## src/rtl/core/tbo_pkg.sv

```systemverilog
`default_nettype none

package tbo_pkg;

   // Field widths of the request and response transfers
   localparam int CMD_W      = 3;
   localparam int ID_W       = 8;
   localparam int DUR_W      = 32;
   localparam int RID_W      = 7;
   localparam int FIRED_W    = 8;
   localparam int KIND_W     = 2;

   // tdata packing: timer_id, timer_mode, duration from bit 0 up
   localparam int ID_LSB     = 0;
   localparam int MODE_LSB   = ID_LSB + ID_W;
   localparam int DUR_LSB    = MODE_LSB + 1;
   localparam int REQ_DATA_W = ((DUR_LSB + DUR_W + 7) / 8) * 8;
   localparam int RSP_DATA_W = ((RID_W + FIRED_W + 7) / 8) * 8;

   // Slot kinds
   typedef enum logic [KIND_W-1:0] {
      KIND_FREE     = 2'd0,
      KIND_INTERVAL = 2'd1,
      KIND_ONESHOT  = 2'd2
   } kind_type;

   // Command codes carried in tuser
   typedef enum logic [CMD_W-1:0] {
      CMD_TICK    = 3'd0,
      CMD_CREATE  = 3'd1,
      CMD_START   = 3'd2,
      CMD_RESTART = 3'd3,
      CMD_STOP    = 3'd4,
      CMD_RESUME  = 3'd5,
      CMD_DELETE  = 3'd6
   } cmd_type;

   // Write enables towards the slot count store
   typedef struct packed {
      logic reload_we;
      logic remain_we;
   } wr_ctl_type;

endpackage

`default_nettype wire

```

## src/rtl/core/tbo_alu.sv

```systemverilog
`default_nettype none

// Shared decrement and zero-detect unit, used for the tick, start and restart count updates
module tbo_alu #(
   parameter int COUNT_WIDTH = 32
) (
   input  wire logic [COUNT_WIDTH-1:0] operand,
   input  wire logic                   dec,
   output logic      [COUNT_WIDTH-1:0] diff,
   output logic                        zero
);

   assign diff = operand - COUNT_WIDTH'(dec);
   assign zero = (diff == '0);

endmodule

`default_nettype wire

```

## src/rtl/core/tbo_slot_mem.sv

```systemverilog
`default_nettype none

// Reload and remaining counts per slot: a single address shared by write and read,
// registered read data
module tbo_slot_mem #(
   parameter int TIMER_COUNT = 8,
   parameter int COUNT_WIDTH = 32,
   parameter int IDX_W       = 3
) (
   input  wire logic                    clock,
   input  wire tbo_pkg::wr_ctl_type     wr_ctl,
   input  wire logic [IDX_W-1:0]        addr,
   input  wire logic [COUNT_WIDTH-1:0]  reload_wdata,
   input  wire logic [COUNT_WIDTH-1:0]  remain_wdata,
   output logic      [COUNT_WIDTH-1:0]  reload_rdata,
   output logic      [COUNT_WIDTH-1:0]  remain_rdata
);

   import tbo_pkg::*;

   logic [COUNT_WIDTH-1:0] reload_ff [TIMER_COUNT];
   logic [COUNT_WIDTH-1:0] remain_ff [TIMER_COUNT];
   logic [COUNT_WIDTH-1:0] reload_rd_ff;
   logic [COUNT_WIDTH-1:0] remain_rd_ff;

   // Writes
   always_ff @(posedge clock) begin
      if (wr_ctl.reload_we) begin
         reload_ff[addr] <= reload_wdata;
      end
      if (wr_ctl.remain_we) begin
         remain_ff[addr] <= remain_wdata;
      end
   end

   // Registered reads
   always_ff @(posedge clock) begin
      reload_rd_ff <= reload_ff[addr];
      remain_rd_ff <= remain_ff[addr];
   end

   assign reload_rdata = reload_rd_ff;
   assign remain_rdata = remain_rd_ff;

endmodule

`default_nettype wire

```

## src/rtl/core/timer_bank_oneshot_interval.sv

```systemverilog
`default_nettype none

// Bank of TIMER_COUNT software timers, interval or one-shot, driven by tick
// and management commands (command code in req_tuser). One command is worked
// on at a time and req_tready is low meanwhile; a finished response sits in
// an output register, so the next command can be taken while it waits. A
// tick visits every slot in turn through the single port of the count store
// and the shared decrement unit: a stopped slot passes through the read state
// only, a running slot through the read and the write state. Create searches
// down from the highest slot, one slot a cycle; restart passes through an
// extra write state that start, stop, resume and delete do not need. No
// clearing pass is needed after reset.
module timer_bank_oneshot_interval #(
   parameter int TIMER_COUNT = 8,
   parameter int COUNT_WIDTH = 32
) (
   input  wire logic                            clock,
   input  wire logic                            reset,
   input  wire logic                            req_tvalid,
   output logic                                 req_tready,
   // [7:0] timer_id, [8] timer_mode, [40:9] duration, rest zero
   input  wire logic [tbo_pkg::REQ_DATA_W-1:0]  req_tdata,
   // [2:0] command
   input  wire logic [tbo_pkg::CMD_W-1:0]       req_tuser,
   output logic                                 rsp_tvalid,
   input  wire logic                            rsp_tready,
   // [6:0] result_id, [14:7] fired_mask, [15] zero
   output logic      [tbo_pkg::RSP_DATA_W-1:0]  rsp_tdata
);

   import tbo_pkg::*;

   localparam int IDX_W = (TIMER_COUNT > 1) ? $clog2(TIMER_COUNT) : 1;

   typedef enum logic [2:0] {
      S_IDLE,
      S_DECODE,
      S_APPLY,
      S_RESTART_WR,
      S_TICK_RD,
      S_TICK_WR,
      S_CREATE,
      S_DONE
   } state_type;

   state_type              state_ff, state_in;
   cmd_type                cmd_ff, cmd_in;
   logic [ID_W-1:0]        id_ff, id_in;
   logic                   mode_ff, mode_in;
   logic [COUNT_WIDTH-1:0] dur_ff, dur_in;
   logic [IDX_W-1:0]       idx_ff, idx_in;
   logic [RID_W-1:0]       rid_ff, rid_in;
   logic [FIRED_W-1:0]     fired_ff, fired_in;
   kind_type               kind_ff [TIMER_COUNT];
   kind_type               kind_in [TIMER_COUNT];
   logic [TIMER_COUNT-1:0] running_ff, running_in;
   logic                   rsp_valid_ff, rsp_valid_in;
   logic [RSP_DATA_W-1:0]  rsp_data_ff, rsp_data_in;

   logic                   in_range;
   logic [IDX_W-1:0]       slot_idx;
   logic                   id_ok;
   logic                   last_idx;

   wr_ctl_type             wr_ctl;
   logic [COUNT_WIDTH-1:0] reload_wdata;
   logic [COUNT_WIDTH-1:0] remain_wdata;
   logic [COUNT_WIDTH-1:0] reload_rd;
   logic [COUNT_WIDTH-1:0] remain_rd;

   logic [COUNT_WIDTH-1:0] alu_op;
   logic                   alu_dec;
   logic [COUNT_WIDTH-1:0] alu_diff;
   logic                   alu_zero;

   logic                   req_fire;

   assign req_tready = (state_ff == S_IDLE);
   assign req_fire   = req_tvalid && req_tready;
   assign rsp_tvalid = rsp_valid_ff;
   assign rsp_tdata  = rsp_data_ff;

   // Id check against the slot table
   assign in_range = (id_ff != '0) && ({1'b0, id_ff} <= (ID_W+1)'(TIMER_COUNT));
   assign slot_idx = IDX_W'(id_ff - ID_W'(1));
   assign id_ok    = in_range && (kind_ff[slot_idx] != KIND_FREE);
   assign last_idx = (idx_ff == IDX_W'(TIMER_COUNT - 1));

   tbo_alu #(
      .COUNT_WIDTH(COUNT_WIDTH)
   ) u_alu (
      .operand (alu_op),
      .dec     (alu_dec),
      .diff    (alu_diff),
      .zero    (alu_zero)
   );

   tbo_slot_mem #(
      .TIMER_COUNT(TIMER_COUNT),
      .COUNT_WIDTH(COUNT_WIDTH),
      .IDX_W      (IDX_W)
   ) u_slot_mem (
      .clock        (clock),
      .wr_ctl       (wr_ctl),
      .addr         (idx_ff),
      .reload_wdata (reload_wdata),
      .remain_wdata (remain_wdata),
      .reload_rdata (reload_rd),
      .remain_rdata (remain_rd)
   );

   // Sequencer next-state and datapath control
   always_comb begin
      state_in     = state_ff;
      cmd_in       = cmd_ff;
      id_in        = id_ff;
      mode_in      = mode_ff;
      dur_in       = dur_ff;
      idx_in       = idx_ff;
      rid_in       = rid_ff;
      fired_in     = fired_ff;
      kind_in      = kind_ff;
      running_in   = running_ff;
      rsp_valid_in = rsp_valid_ff;
      rsp_data_in  = rsp_data_ff;
      wr_ctl       = '{reload_we: 1'b0, remain_we: 1'b0};
      reload_wdata = '0;
      remain_wdata = alu_diff;
      alu_op       = remain_rd;
      alu_dec      = 1'b0;

      // response register drains independently
      if (rsp_valid_ff && rsp_tready) begin
         rsp_valid_in = 1'b0;
      end

      unique case (state_ff)
         S_IDLE: begin
            if (req_fire) begin
               cmd_in   = cmd_type'(req_tuser);
               id_in    = req_tdata[ID_LSB +: ID_W];
               mode_in  = req_tdata[MODE_LSB];
               dur_in   = req_tdata[DUR_LSB +: COUNT_WIDTH];
               state_in = S_DECODE;
            end
         end
         S_DECODE: begin
            rid_in   = '0;
            fired_in = '0;
            case (cmd_ff)
               CMD_TICK: begin
                  idx_in   = '0;
                  state_in = S_TICK_RD;
               end
               CMD_CREATE: begin
                  idx_in   = IDX_W'(TIMER_COUNT - 1);
                  state_in = S_CREATE;
               end
               CMD_START, CMD_RESTART, CMD_STOP, CMD_RESUME, CMD_DELETE: begin
                  if (id_ok) begin
                     idx_in   = slot_idx;
                     rid_in   = RID_W'(id_ff);
                     state_in = S_APPLY;
                  end else begin
                     state_in = S_DONE;
                  end
               end
               default: begin
                  state_in = S_DONE;
               end
            endcase
         end
         S_APPLY: begin
            state_in = S_DONE;
            case (cmd_ff)
               CMD_START: begin
                  alu_op             = dur_ff;
                  wr_ctl             = '{reload_we: 1'b1, remain_we: 1'b1};
                  reload_wdata       = dur_ff;
                  remain_wdata       = dur_ff;
                  running_in[idx_ff] = !alu_zero;
               end
               CMD_RESTART: begin
                  // count store read is under way for this slot
                  state_in = S_RESTART_WR;
               end
               CMD_STOP: begin
                  running_in[idx_ff] = 1'b0;
               end
               CMD_RESUME: begin
                  running_in[idx_ff] = 1'b1;
               end
               CMD_DELETE: begin
                  wr_ctl             = '{reload_we: 1'b1, remain_we: 1'b1};
                  remain_wdata       = '0;
                  kind_in[idx_ff]    = KIND_FREE;
                  running_in[idx_ff] = 1'b0;
               end
               default: begin
               end
            endcase
         end
         S_RESTART_WR: begin
            alu_op             = reload_rd;
            wr_ctl             = '{reload_we: 1'b0, remain_we: 1'b1};
            remain_wdata       = reload_rd;
            running_in[idx_ff] = !alu_zero;
            state_in           = S_DONE;
         end
         S_TICK_RD: begin
            if (running_ff[idx_ff]) begin
               state_in = S_TICK_WR;
            end else if (last_idx) begin
               state_in = S_DONE;
            end else begin
               idx_in = idx_ff + IDX_W'(1);
            end
         end
         S_TICK_WR: begin
            alu_op  = remain_rd;
            alu_dec = 1'b1;
            wr_ctl  = '{reload_we: 1'b0, remain_we: 1'b1};
            if (alu_zero) begin
               fired_in = fired_ff | (FIRED_W'(1) << idx_ff);
               if (kind_ff[idx_ff] == KIND_INTERVAL) begin
                  remain_wdata = reload_rd;
               end else begin
                  running_in[idx_ff] = 1'b0;
               end
            end
            if (last_idx) begin
               state_in = S_DONE;
            end else begin
               idx_in   = idx_ff + IDX_W'(1);
               state_in = S_TICK_RD;
            end
         end
         S_CREATE: begin
            if (kind_ff[idx_ff] == KIND_FREE) begin
               kind_in[idx_ff]    = mode_ff ? KIND_ONESHOT : KIND_INTERVAL;
               running_in[idx_ff] = 1'b0;
               wr_ctl             = '{reload_we: 1'b1, remain_we: 1'b1};
               remain_wdata       = '0;
               rid_in             = RID_W'(idx_ff) + RID_W'(1);
               state_in           = S_DONE;
            end else if (idx_ff == '0) begin
               state_in = S_DONE;
            end else begin
               idx_in = idx_ff - IDX_W'(1);
            end
         end
         S_DONE: begin
            if (!rsp_valid_ff || rsp_tready) begin
               rsp_valid_in = 1'b1;
               rsp_data_in  = RSP_DATA_W'({fired_ff, rid_ff});
               state_in     = S_IDLE;
            end
         end
         default: begin
            state_in = S_IDLE;
         end
      endcase
   end

   // State and registered outputs
   always_ff @(posedge clock) begin
      if (reset) begin
         state_ff     <= S_IDLE;
         running_ff   <= '0;
         rsp_valid_ff <= 1'b0;
         for (int k = 0; k < TIMER_COUNT; k++) begin
            kind_ff[k] <= KIND_FREE;
         end
      end else begin
         state_ff     <= state_in;
         running_ff   <= running_in;
         rsp_valid_ff <= rsp_valid_in;
         kind_ff      <= kind_in;
      end
      cmd_ff      <= cmd_in;
      id_ff       <= id_in;
      mode_ff     <= mode_in;
      dur_ff      <= dur_in;
      idx_ff      <= idx_in;
      rid_ff      <= rid_in;
      fired_ff    <= fired_in;
      rsp_data_ff <= rsp_data_in;
   end

   // Allocation view for checks
   logic [TIMER_COUNT-1:0] alloc_vec;
   always_comb begin
      for (int k = 0; k < TIMER_COUNT; k++) begin
         alloc_vec[k] = (kind_ff[k] != KIND_FREE);
      end
   end

   a_busy_after_req : assert property (@(posedge clock) disable iff (reset)
      req_fire |=> (state_ff != S_IDLE))
      else $error("sequencer idle right after a request transfer");

   a_run_alloc : assert property (@(posedge clock) disable iff (reset)
      (running_ff & ~alloc_vec) == '0)
      else $error("free slot marked running");

   a_rid_range : assert property (@(posedge clock) disable iff (reset)
      rsp_valid_ff |-> (rsp_data_ff[RID_W-1:0] <= RID_W'(TIMER_COUNT)))
      else $error("result id beyond slot count");

   a_rid_fired_excl : assert property (@(posedge clock) disable iff (reset)
      (rsp_valid_ff && (rsp_data_ff[RID_W-1:0] != '0))
         |-> (rsp_data_ff[RID_W +: FIRED_W] == '0))
      else $error("fired mask set on a management response");

endmodule

`default_nettype wire

```

## config.mk

```make
export PLATFORM = sky130hd
export DESIGN_NAME = timer_bank_oneshot_interval
export DESIGN_NICKNAME = d
export VERILOG_FILES = /design/src/rtl/core/tbo_pkg.sv /design/src/rtl/core/tbo_alu.sv /design/src/rtl/core/tbo_slot_mem.sv /design/src/rtl/core/timer_bank_oneshot_interval.sv
export SDC_FILE = /design/constraint.sdc
export NUM_CORES = 1
export LEC_CHECK = 0
export CAP_MARGIN = 20
export CORE_ASPECT_RATIO = 0.6
export CORE_MARGIN = 4
export CORE_UTILIZATION = 30
export CTS_CLUSTER_DIAMETER = 60
export DETAILED_ROUTE_END_ITERATION = 10
export DONT_BUFFER_PORTS = 1
export HOLD_SLACK_MARGIN = 0.06
export PLACE_DENSITY = 0.44
export SLEW_MARGIN = 20
export SYNTH_ARGS = -nofsm -noshare
export SYNTH_HDL_FRONTEND = slang
export SYNTH_SLANG_ARGS = --single-unit
```

## constraint.sdc

```tcl
create_clock -name clock -period 4.85 [get_ports clock]
set_input_delay 0.97 -clock clock [delete_from_list [all_inputs] [get_ports clock]]
set_output_delay 0.97 -clock clock [all_outputs]
set_load 0.02 [all_outputs]
```

Word level (Yosys, flattened, before mapping)
Memories as Yosys holds them, arrays and structs flattened. A register that Yosys moved wholly into a read port is not among the register bits.
Cells that the tools add are included.
{"block": "op_classes", "addsub": 5, "n_lt_le_gt_ge": 6, "n_eq_ne": 29, "shift": 1, "n_mux": 67, "bitwise_logic": 8, "reduce_logical": 33}
{"op": "$mux 32", "count": 6}
{"op": "$pmux 32 s2", "count": 2}
{"op": "$pmux 32 s4", "count": 1}
{"op": "$mux 3", "count": 13}
{"op": "$logic_not 32->1", "count": 1}
{"op": "$mux 16", "count": 2}
{"op": "$mux 8", "count": 4}
{"op": "$pmux 16 s2", "count": 1}
{"op": "$pmux 8 s4", "count": 1}
{"op": "$sub 32x1->32", "count": 1}
{"op": "$eq 3x3->1 const B", "count": 8}
{"op": "$pmux 3 s8", "count": 1}
{"op": "$pmux 8 s3", "count": 1}
{"op": "$mux 7", "count": 3}
{"op": "$mux 2", "count": 9}
{"op": "$pmux 3 s3", "count": 2}
{"op": "$and 16x16->16", "count": 1}
{"op": "$bwmux 16", "count": 1}
{"op": "$not 16->16", "count": 1}
{"op": "$or 8x8->8", "count": 2}
{"op": "$pmux 8 s2", "count": 1}
{"op": "$ne 2x2->1 const B", "count": 7}
{"op": "$pmux 7 s2", "count": 1}
{"op": "$bmux 2 s3", "count": 2}
{"op": "41 further kinds", "count": 77}
{"block": "totals", "register_bits": 105, "ramBits": 512, "output_inout_bits": 18, "word_cells": 170, "mem_count": 2}
{"memory": "u_slot_mem.reload_ff", "depth": 8, "word_bits": 32, "rd": 1, "rd_clocked_by_memory_dff": 1, "wr": 1, "line": "tbo_slot_mem.sv:21", "text": "logic [COUNT_WIDTH-1:0] reload_ff [TIMER_COUNT];"}
{"memory": "u_slot_mem.remain_ff", "depth": 8, "word_bits": 32, "rd": 1, "rd_clocked_by_memory_dff": 1, "wr": 1, "line": "tbo_slot_mem.sv:22", "text": "logic [COUNT_WIDTH-1:0] remain_ff [TIMER_COUNT];"}

Longest topological paths before layout
Gate-level depths: netlist of run 1.
{"block": "logic_depth", "depth_word": 10, "depth_mapped": 21, "depth_no_buf": 15}

Modules after synthesis
Synthesis of run 1 repeated with hierarchy kept, for this count alone.
{"block": "unflattened", "hier_cells": 1543, "area_unflattened_um2": 27896.8}
{"mod": "tbo_slot_mem", "n_inst": 1, "cells_each": 829, "area_each_um2": 20828.7, "seq_area_each_um2": 16656.0}
{"mod": "timer_bank_oneshot_interval", "n_inst": 1, "cells_each": 563, "area_each_um2": 6074.6, "seq_area_each_um2": 2872.8}
{"mod": "tbo_alu", "n_inst": 1, "cells_each": 151, "area_each_um2": 993.5, "seq_area_each_um2": 0.0}

Worst setup path before layout of run 1
No wires, ideal clock.
{"block": "synth_timing", "path_type": "register to register", "from": "register cmd_ff[0]", "to": "register fired_ff[0], enable pin", "t_arrival_ns": 4.734, "setup_slack_ns": -0.260, "path_stages_with_launch": 20, "period_less_slack_ns": 5.110, "path_cell_list": "edfxtp_1 or3b_1 buf_6 a21o_1 buf_6 clkbuf_1 clkbuf_1 a21boi_0 ha_1 inv_1 a221oi_1 nand3_1 or3_1 or3_1 a211oi_1 nand4_1 nor4_1 buf_2 nand2_1 a21oi_1"}
{"block": "synth_between", "elab_chain_cells": 7}
{"element": "start, declared", "line": "timer_bank_oneshot_interval.sv:47", "text": "cmd_type cmd_ff, cmd_in;"}
{"element": "start signal, assigned", "line": "timer_bank_oneshot_interval.sv:280", "text": "cmd_ff <= cmd_in;"}
{"element": "$eq 3x2->1", "line": "timer_bank_oneshot_interval.sv:175", "text": "case (cmd_ff)"}
{"element": "$mux 32", "line": "timer_bank_oneshot_interval.sv:175"}
{"element": "$pmux 32 s2", "line": "timer_bank_oneshot_interval.sv:137", "text": "unique case (state_ff)"}
{"element": "$sub 32x1->32", "line": "tbo_alu.sv:13", "text": "assign diff = operand - COUNT_WIDTH'(dec);"}
{"element": "$logic_not 32->1", "line": "tbo_alu.sv:14", "text": "assign zero = (diff == '0);"}
{"element": "$ne 2x2->1 (no line)"}
{"element": "$reduce_and 2->1 (no line)"}
{"element": "end signal, assigned", "line": "timer_bank_oneshot_interval.sv:286", "text": "fired_ff <= fired_in;"}
{"element": "end, declared", "line": "timer_bank_oneshot_interval.sv:53", "text": "logic [FIRED_W-1:0] fired_ff, fired_in;"}
No other way between the ends.
A chain may end at the register's enable or synchronous reset.

Worst setup path after layout of run 1
{"block": "layout_timing", "from": "register cmd_ff[0]", "to": "memory u_slot_mem.remain_ff[1][7], data pin"}
{"block": "layout_between", "elab_chain_cells": 7, "elab_cells_between_ends": 11, "cone_classes": "add/sub: 1; eq/ne: 2; mux: 7; reduce/logical: 1"}
{"element": "$eq 3x2->1", "line": "timer_bank_oneshot_interval.sv:175"}
{"element": "$mux 32", "line": "timer_bank_oneshot_interval.sv:175"}
{"element": "$pmux 32 s2", "line": "timer_bank_oneshot_interval.sv:137"}
{"element": "$sub 32x1->32", "line": "tbo_alu.sv:13"}
{"element": "$logic_not 32->1 or $mux 32 (tied branches)", "line": "tbo_alu.sv:14, timer_bank_oneshot_interval.sv:225"}
{"element": "$mux 32", "line": "timer_bank_oneshot_interval.sv:223", "text": "if (alu_zero) begin"}
{"element": "$pmux 32 s4 *", "line": "timer_bank_oneshot_interval.sv:137"}
{"element": "named net remain_wdata[7]", "line": "timer_bank_oneshot_interval.sv:67", "text": "logic [COUNT_WIDTH-1:0] remain_wdata;"}
{"element": "end, declared", "line": "tbo_slot_mem.sv:22"}
Mark *: on every way through the listed nets, which the timed path passes. The rest lies on a longest branch.

==> results of run 1 <==
[final timing paths]
path	start	to	cells past startpoint	slack (ps)
setup reg to reg	cmd_ff[0]	u_slot_mem.remain_ff[1][7]	14	120
hold reg to reg	rid_ff[5]	rsp_tdata[5]	0	420
setup / recovery	cmd_ff[0]	u_slot_mem.remain_ff[1][7]	14	120
hold / removal	reset	rsp_tvalid	1	390
[state kept, by name, summed over array words and instances, names as in the netlist, 3 cells and up]
signal                   count
rid_ff                       7
kind_ff                     16
id_ff                        8
idx_ff                       3
cmd_ff                       3
u_slot_mem.remain_ff       256
u_slot_mem.remain_rdata     32
u_slot_mem.reload_ff       256
state_ff                     3
fired_ff                     8
dur_ff                      32
rsp_tdata                   15
running_ff                   8
u_slot_mem.reload_rdata     32
[cell families after synthesis]
logic type / count (synthesis) / share of synthesized area [%]
flops: 681 / 72.6
compound gates: 510 / 13.7
simple gates: 486 / 9.44
buf+inv: 127 / 1.99
xor+xnor: 31 / 1.01
mux: 13 / 0.586
fa+ha+maj: 12 / 0.586
other cells: 1 / 0.0139
[critical path, cell delays in order (launching register included)]
cell and delay, ps:
edfxtp_1 450, or3b_4 450, a21o_1 200, buf_4 280
a222oi_1 470, buf_4 230, nand4_2 170, nor4_1 390
xnor2_1 200, or4b_4 540, nor3_4 250, and2_4 210
buf_12 180, a311o_1 300, buf_4 200
[stage by stage]
stage | power (mW) | std cells | TNS [ps] | cell area (sq um) | util, %
after floorplan | 12.0 | 1864 | 0 | 26900 | -
after global placement | 15.1 | 3027 | -2090 | 29100 | 33.0
after detailed placement | 15.2 | 3027 | -1790 | 29100 | 33.0
after CTS | 20.7 | 3157 | 0 | 31500 | 35.7
after global routing | 21.6 | 3159 | 0 | 31600 | 35.8
final | 20.6 | 3159 | 0 | 31600 | 35.8
[power by group through the flow]
stage / Clock [mW] / Combinational (mW) / Sequential, mW
floorplan: 0 / 3.65 / 8.31
global placement: 0 / 6.37 / 8.74
detailed placement: 0 / 6.42 / 8.74
CTS: 5.57 / 6.48 / 8.63
global route: 5.80 / 7.08 / 8.69
finish: 5.42 / 6.56 / 8.64
[cells in the final DEF (no fill, tap or decap), types with 10 or more instances in the layout]
cell and n:
clkinv_2 10, nor2_1 97, edfxtp_1 589, nor3_1 19
a21oi_1 62, nand3_1 42, and2_1 10, buf_12 17
a311o_1 20, nor2_4 16, nand4_1 72, nor4_1 13
and3_1 37, a21o_1 14, clkbuf_16 73, buf_4 98
dfxtp_1 92, a31oi_1 15, o21ai_0 42, xnor2_1 22
nand2_1 94, clkinv_1 13, inv_1 11, clkbuf_1 13
a22oi_1 265, nand2b_1 18, ha_1 10
[area by class of cell]
cell class / instances / area (sq um)
inverter: 14 / 52.6
multi-input combinational: 1056 / 7100
clock inverter: 36 / 328
clock buffer: 94 / 1990
fill: 8352 / 56600
sequential: 681 / 19500
tap: 1161 / 1450
timing repair buffer: 117 / 1100
[layer usage]
layer | global-route usage (%) | part of all wire (%) | vias up | routed length (um)
met2 | 26.0 | 41 | 730 | 36200
met3 | 3.67 | 7.2 | 109 | 6420
met1 | 29.0 | 50 | 9072 | 44400
li1 | - | - | 7632 | -
met4 | 4.32 | 1.7 | 0 | 1510
met5 | 0 | 0 | - | 0
[timing repair]
| item | 4_1_cts | 5_1_grt |
|---|---|---|
| setup buffers | 0 | 2 |
| hold buffers | 0 | 0 |
| gates resized for setup | 6 | 15 |
| pin swaps | 0 | 5 |
| setup endpoints to repair | 38 | 272 |
==> results.txt, run 1 <==
status: finished clean
Yosys cell types: 86
global placement routability congestion: 0.952
Comb power frac: 31.8%
EDFF count, synth: 589
vias in the first global route: 17,100
Tot GR Track Use: 18.5%
# IOs: 73
switching pwr: 7.48 mW
FF+latch count, synth: 681
clock latency on the worst-skew pair: 640 ps
die area: 0.0946 sq mm
Critical Path AT: 5210 ps
post-synthesis average cell area: 14.4 sq um
WP data required: 5330 ps
Hold WC Path Type: input port to register
Max Cap Viol: 0
worst slew pin tran: 1010 ps
clk_skew: 40.4 ps
placed wire-length estimate: 54,500 um
top-count cell post-synth: edfxtp_1
H-tree depth: 3
top area cells in the synthesized netlist: edfxtp_1, a22oi_1, dfxtp_1, nand4_1, nor2_1
leakage: 10.2 nW
area leader, netlist: edfxtp_1
Root Buffer: clkbuf_16
largest net degree at the start of global routing: 68
total CTS buffers: 71
Avg WL per Cell: 28.0 um
antenna cells: 0
Seq/Total Area, Yosys: 72.6%
initial antenna violation count: 0
internal power: 13.1 mW
Setup Crit Path Kind: register to register
Post-Syn Area: 0.0269 sq mm
Max-Slew Margin vs Limit: 32.1%
Synth top area share: 65.8%
area delta synth->final: 17.4%
dpl ws: -167 ps
clk buf depth: 3
GRT Residual Overflow: 0
first-pass GRT wire length: 128,000 um
post-route setup slack: 116 ps
max-slew violation count: 0
RSZ-0062 raised after global routing: false
initial drt markers: 1,962
Final Critical Period: 4730 ps
Final period util: 97.6%
Detailed Routing Iterations Pass 1: 5
CP Max Fanout: 45
fraction of registers with async set/reset: 0%
Synth Warn #: 0
TritonCTS Sinks: 681
worst vdd ir: 0.452 mV
Clock Pin Slew Worst Setup and Hold Paths: 60 ps
Sw Ratio: 36.3%
die height: 240 um
Net count, final: 2,008
Initial Util: 30.5%
Core ar.: 0.0882 sq mm
input/output buffers: 0
fraction of final layout cells sized beyond drive strength 1: 14.9%
Hold WS: 392 ps
endpoint class of the critical path: register
row cnt: 84
via count: 17,500
Syn Inst Count: 1,861
drt via density: 5.55
sequential share of power: 41.9%
top cells by count, synth: edfxtp_1, a22oi_1, nor2_1
CP Launch Type: register
final hold violation count: 0
main flop type after synthesis: edfxtp_1
P per Cell Area: 654 mW/mm^2
CTS tree: yes
final antenna-violating net count: 0
Clk pwr share: 26.3%
Die X: 394 um
fmax: 0.211 GHz
number of setup violations in the final report: 0
drt total wl: 88,500 um
Residual DRC: 0
No activity file was read; power rests on OpenSTA's default activity.
==> inputs of run 2 (changes only) <==
--- a/config.mk
+++ b/config.mk
@@ -13,7 +13,7 @@
 export DETAILED_ROUTE_END_ITERATION = 10
 export DONT_BUFFER_PORTS = 1
 export HOLD_SLACK_MARGIN = 0.06
-export PLACE_DENSITY = 0.44
+export PLACE_DENSITY = 0.43
 export SLEW_MARGIN = 20
 export SYNTH_ARGS = -nofsm -noshare
 export SYNTH_HDL_FRONTEND = slang
==> constraint.sdc (replaced) <==
create_clock -name clock -period 4.9 [get_ports clock]
set_input_delay 0.98 -clock clock [delete_from_list [all_inputs] [get_ports clock]]
set_output_delay 0.98 -clock clock [all_outputs]
set_load 0.02 [all_outputs]
==> run 2 against run 1 <==
Effect of this change:
- critical path depth grew 4
- clock power decreased by 7.9%
- cell area shrank 0.77%
- register-to-register slack barely moved
- setup slack worse by 14 ps
- global-route usage is 0.055 points lower
- sequential power is 0.7% lower
- critical path type unchanged
- highest routed layer is now met5
==> results.txt, run 2 (synthesis gave the netlist of run 1 again) <==
clock latency on the worst-skew pair: 630 ps (about the same)
post-route setup slack: 102 ps (-13.9 ps)
most frequent cells in the layout: edfxtp_1, a22oi_1, buf_4
number of setup violations in the final report: 0 (unchanged)
Clock Pin Slew Worst Setup and Hold Paths: 70 ps (about the same)
Detailed Routing Iterations Pass 1: 5 (unchanged)
global placement routability congestion: 0.965 (+1.3%)
Final period util: 97.9% (+0.31 points)
most common cell after layout, fill and taps aside: edfxtp_1
row cnt: 84 (unchanged)
initial drt markers: 1,859 (-5.2%)
P per Cell Area: 639 mW/mm^2 (-2.3%)
WP data required: 5390 ps (+60 ps)
GRT Residual Overflow: 0 (unchanged)
Setup Crit Path Kind: register to register
Core ar.: 0.0882 sq mm (unchanged)
largest net degree at the start of global routing: 68 (unchanged)
Worst path slowest cell: or3b_4
Tot GR Track Use: 18.4% (-0.055 points)
Max-Slew Margin vs Limit: 29.0% (-3.1 points)
worst slew pin tran: 1060 ps (+54.4 ps)
Initial Util: 30.5% (unchanged)
Hold WS: 421 ps (+28.3 ps)
die height: 240 um (unchanged)
input/output buffers: 0 (unchanged)
Avg WL per Cell: 28.3 um (+0.82%)
largest registers: u_slot_mem.reload_ff x256, u_slot_mem.remain_ff x256
Die X: 394 um (unchanged)
fraction of final layout cells sized beyond drive strength 1: 14.7% (-0.18 points)
Hold WC Path Type: input port to register
die area: 0.0946 sq mm (unchanged)
# IOs: 73 (unchanged)
Final Critical Period: 4800 ps (+63.9 ps)
Root Buffer: clkbuf_16
post-route cell area: 0.0313 sq mm (-0.77%)
CTS tree: yes
area delta synth->final: 16.5%
Final Power: 20.0 mW (-3.0%)
Net count, final: 2,004 (-0.20%)
slowest stage delay, CP: 460 ps (-80 ps)
drt via density: 5.61 (+1.1%)
CP Launch Type: register
clk buf depth: 3 (unchanged)
TritonCTS Sinks: 681 (unchanged)
clk_skew: 22.2 ps (-18.1 ps)
RSZ-0062 raised after global routing: false
CP Max Fanout: 22 (-51%)
leakage: 10.1 nW (-1.1%)
endpoint class of the critical path: register
final antenna-violating net count: 0 (unchanged)
worst vdd ir: 0.283 mV (-37%)
vias in the first global route: 16,900 (-1.4%)
first-pass GRT wire length: 127,000 um (-0.29%)
worst path cell trace: or3b_4, a21o_1, a21boi_2, ha_2, inv_1, a221oi_1, buf_4, nand3_1, or3_1, or3_1, a211oi_2, nand4_1, nor4_4, buf_4, and2_4, buf_12, a311o_1, buf_6
Critical Path AT: 5280 ps (+70 ps)
Max Cap Viol: 0 (unchanged)
placed cell area: 0.0291 sq mm (about the same)
dpl ws: 55.3 ps (+222 ps)
via count: 17,700 (+0.83%)
H-tree depth: 2 (-1)
final hold violation count: 0 (unchanged)
initial antenna violation count: 2 (+2)
total CTS buffers: 61 (-14%)
max-slew violation count: 0 (unchanged)
drt total wl: 89,000 um (+0.57%)
setup_tns: 0 ps (unchanged)
placed wire-length estimate: 56,000 um (+2.7%)
Residual DRC: 0 (unchanged)
status: finished clean
fmax: 0.208 GHz (-1.3%)
run 2: critical path, delay by kind of cell, from the launching register on:
kind,cells,cell delay [ps]
AOI/OAI and AO/OA,5,1170
buffers and inverters,5,770
adders and majority gates,1,220
DFF,1,400
and+or+nand+nor,7,2090
run 2: worst paths after layout:
kind,from,end,slack (ps),depth (start not counted)
worst max-delay path,cmd_ff[0],u_slot_mem.remain_ff[4][24],100,18
worst min-delay path,reset,rsp_tvalid,420,1
worst max register to register,cmd_ff[0],u_slot_mem.remain_ff[4][24],100,18
worst min register to register,rid_ff[5],rsp_tdata[5],420,0
run 2: layout make-up:
class | instances | area (sq um)
antenna | 1 | 2.50
clock buffer | 71 | 1620
clock inverter | 44 | 467
fill | 8414 | 56900
inverter | 14 | 52.6
multi-input combinational | 1056 | 7080
sequential | 681 | 19500
tap | 1161 | 1450
timing repair buffer | 123 | 1110
run 2: metal layers:
metal,global-route usage (%),vias up,routed length (um)
li1,-,7631,-
met1,29.3,9239,44200
met2,26.3,725,37000
met3,3.47,91,6700
met4,2.98,2,1100
met5,0,-,16
run 2: report_power, final:
group | internal (mW) | total [mW] | switching (mW)
combinational | 2.07 | 6.42 | 4.35
clock | 2.83 | 4.99 | 2.16
sequential | 7.81 | 8.58 | 0.773
run 2: through the flow:
step	std cells	utilization (%)
after global placement	3031	33.0
after floorplan	1864	-
after global routing	3150	35.5
final	3151	35.5
after CTS	3146	35.4
after detailed placement	3031	33.0
run 2: repair_timing:
item | in CTS | in global routing
setup buffers | 0 | 3
gates resized for setup | 0 | 17
hold buffers | 0 | 0
endpoints found under the setup margin | 0 | 272
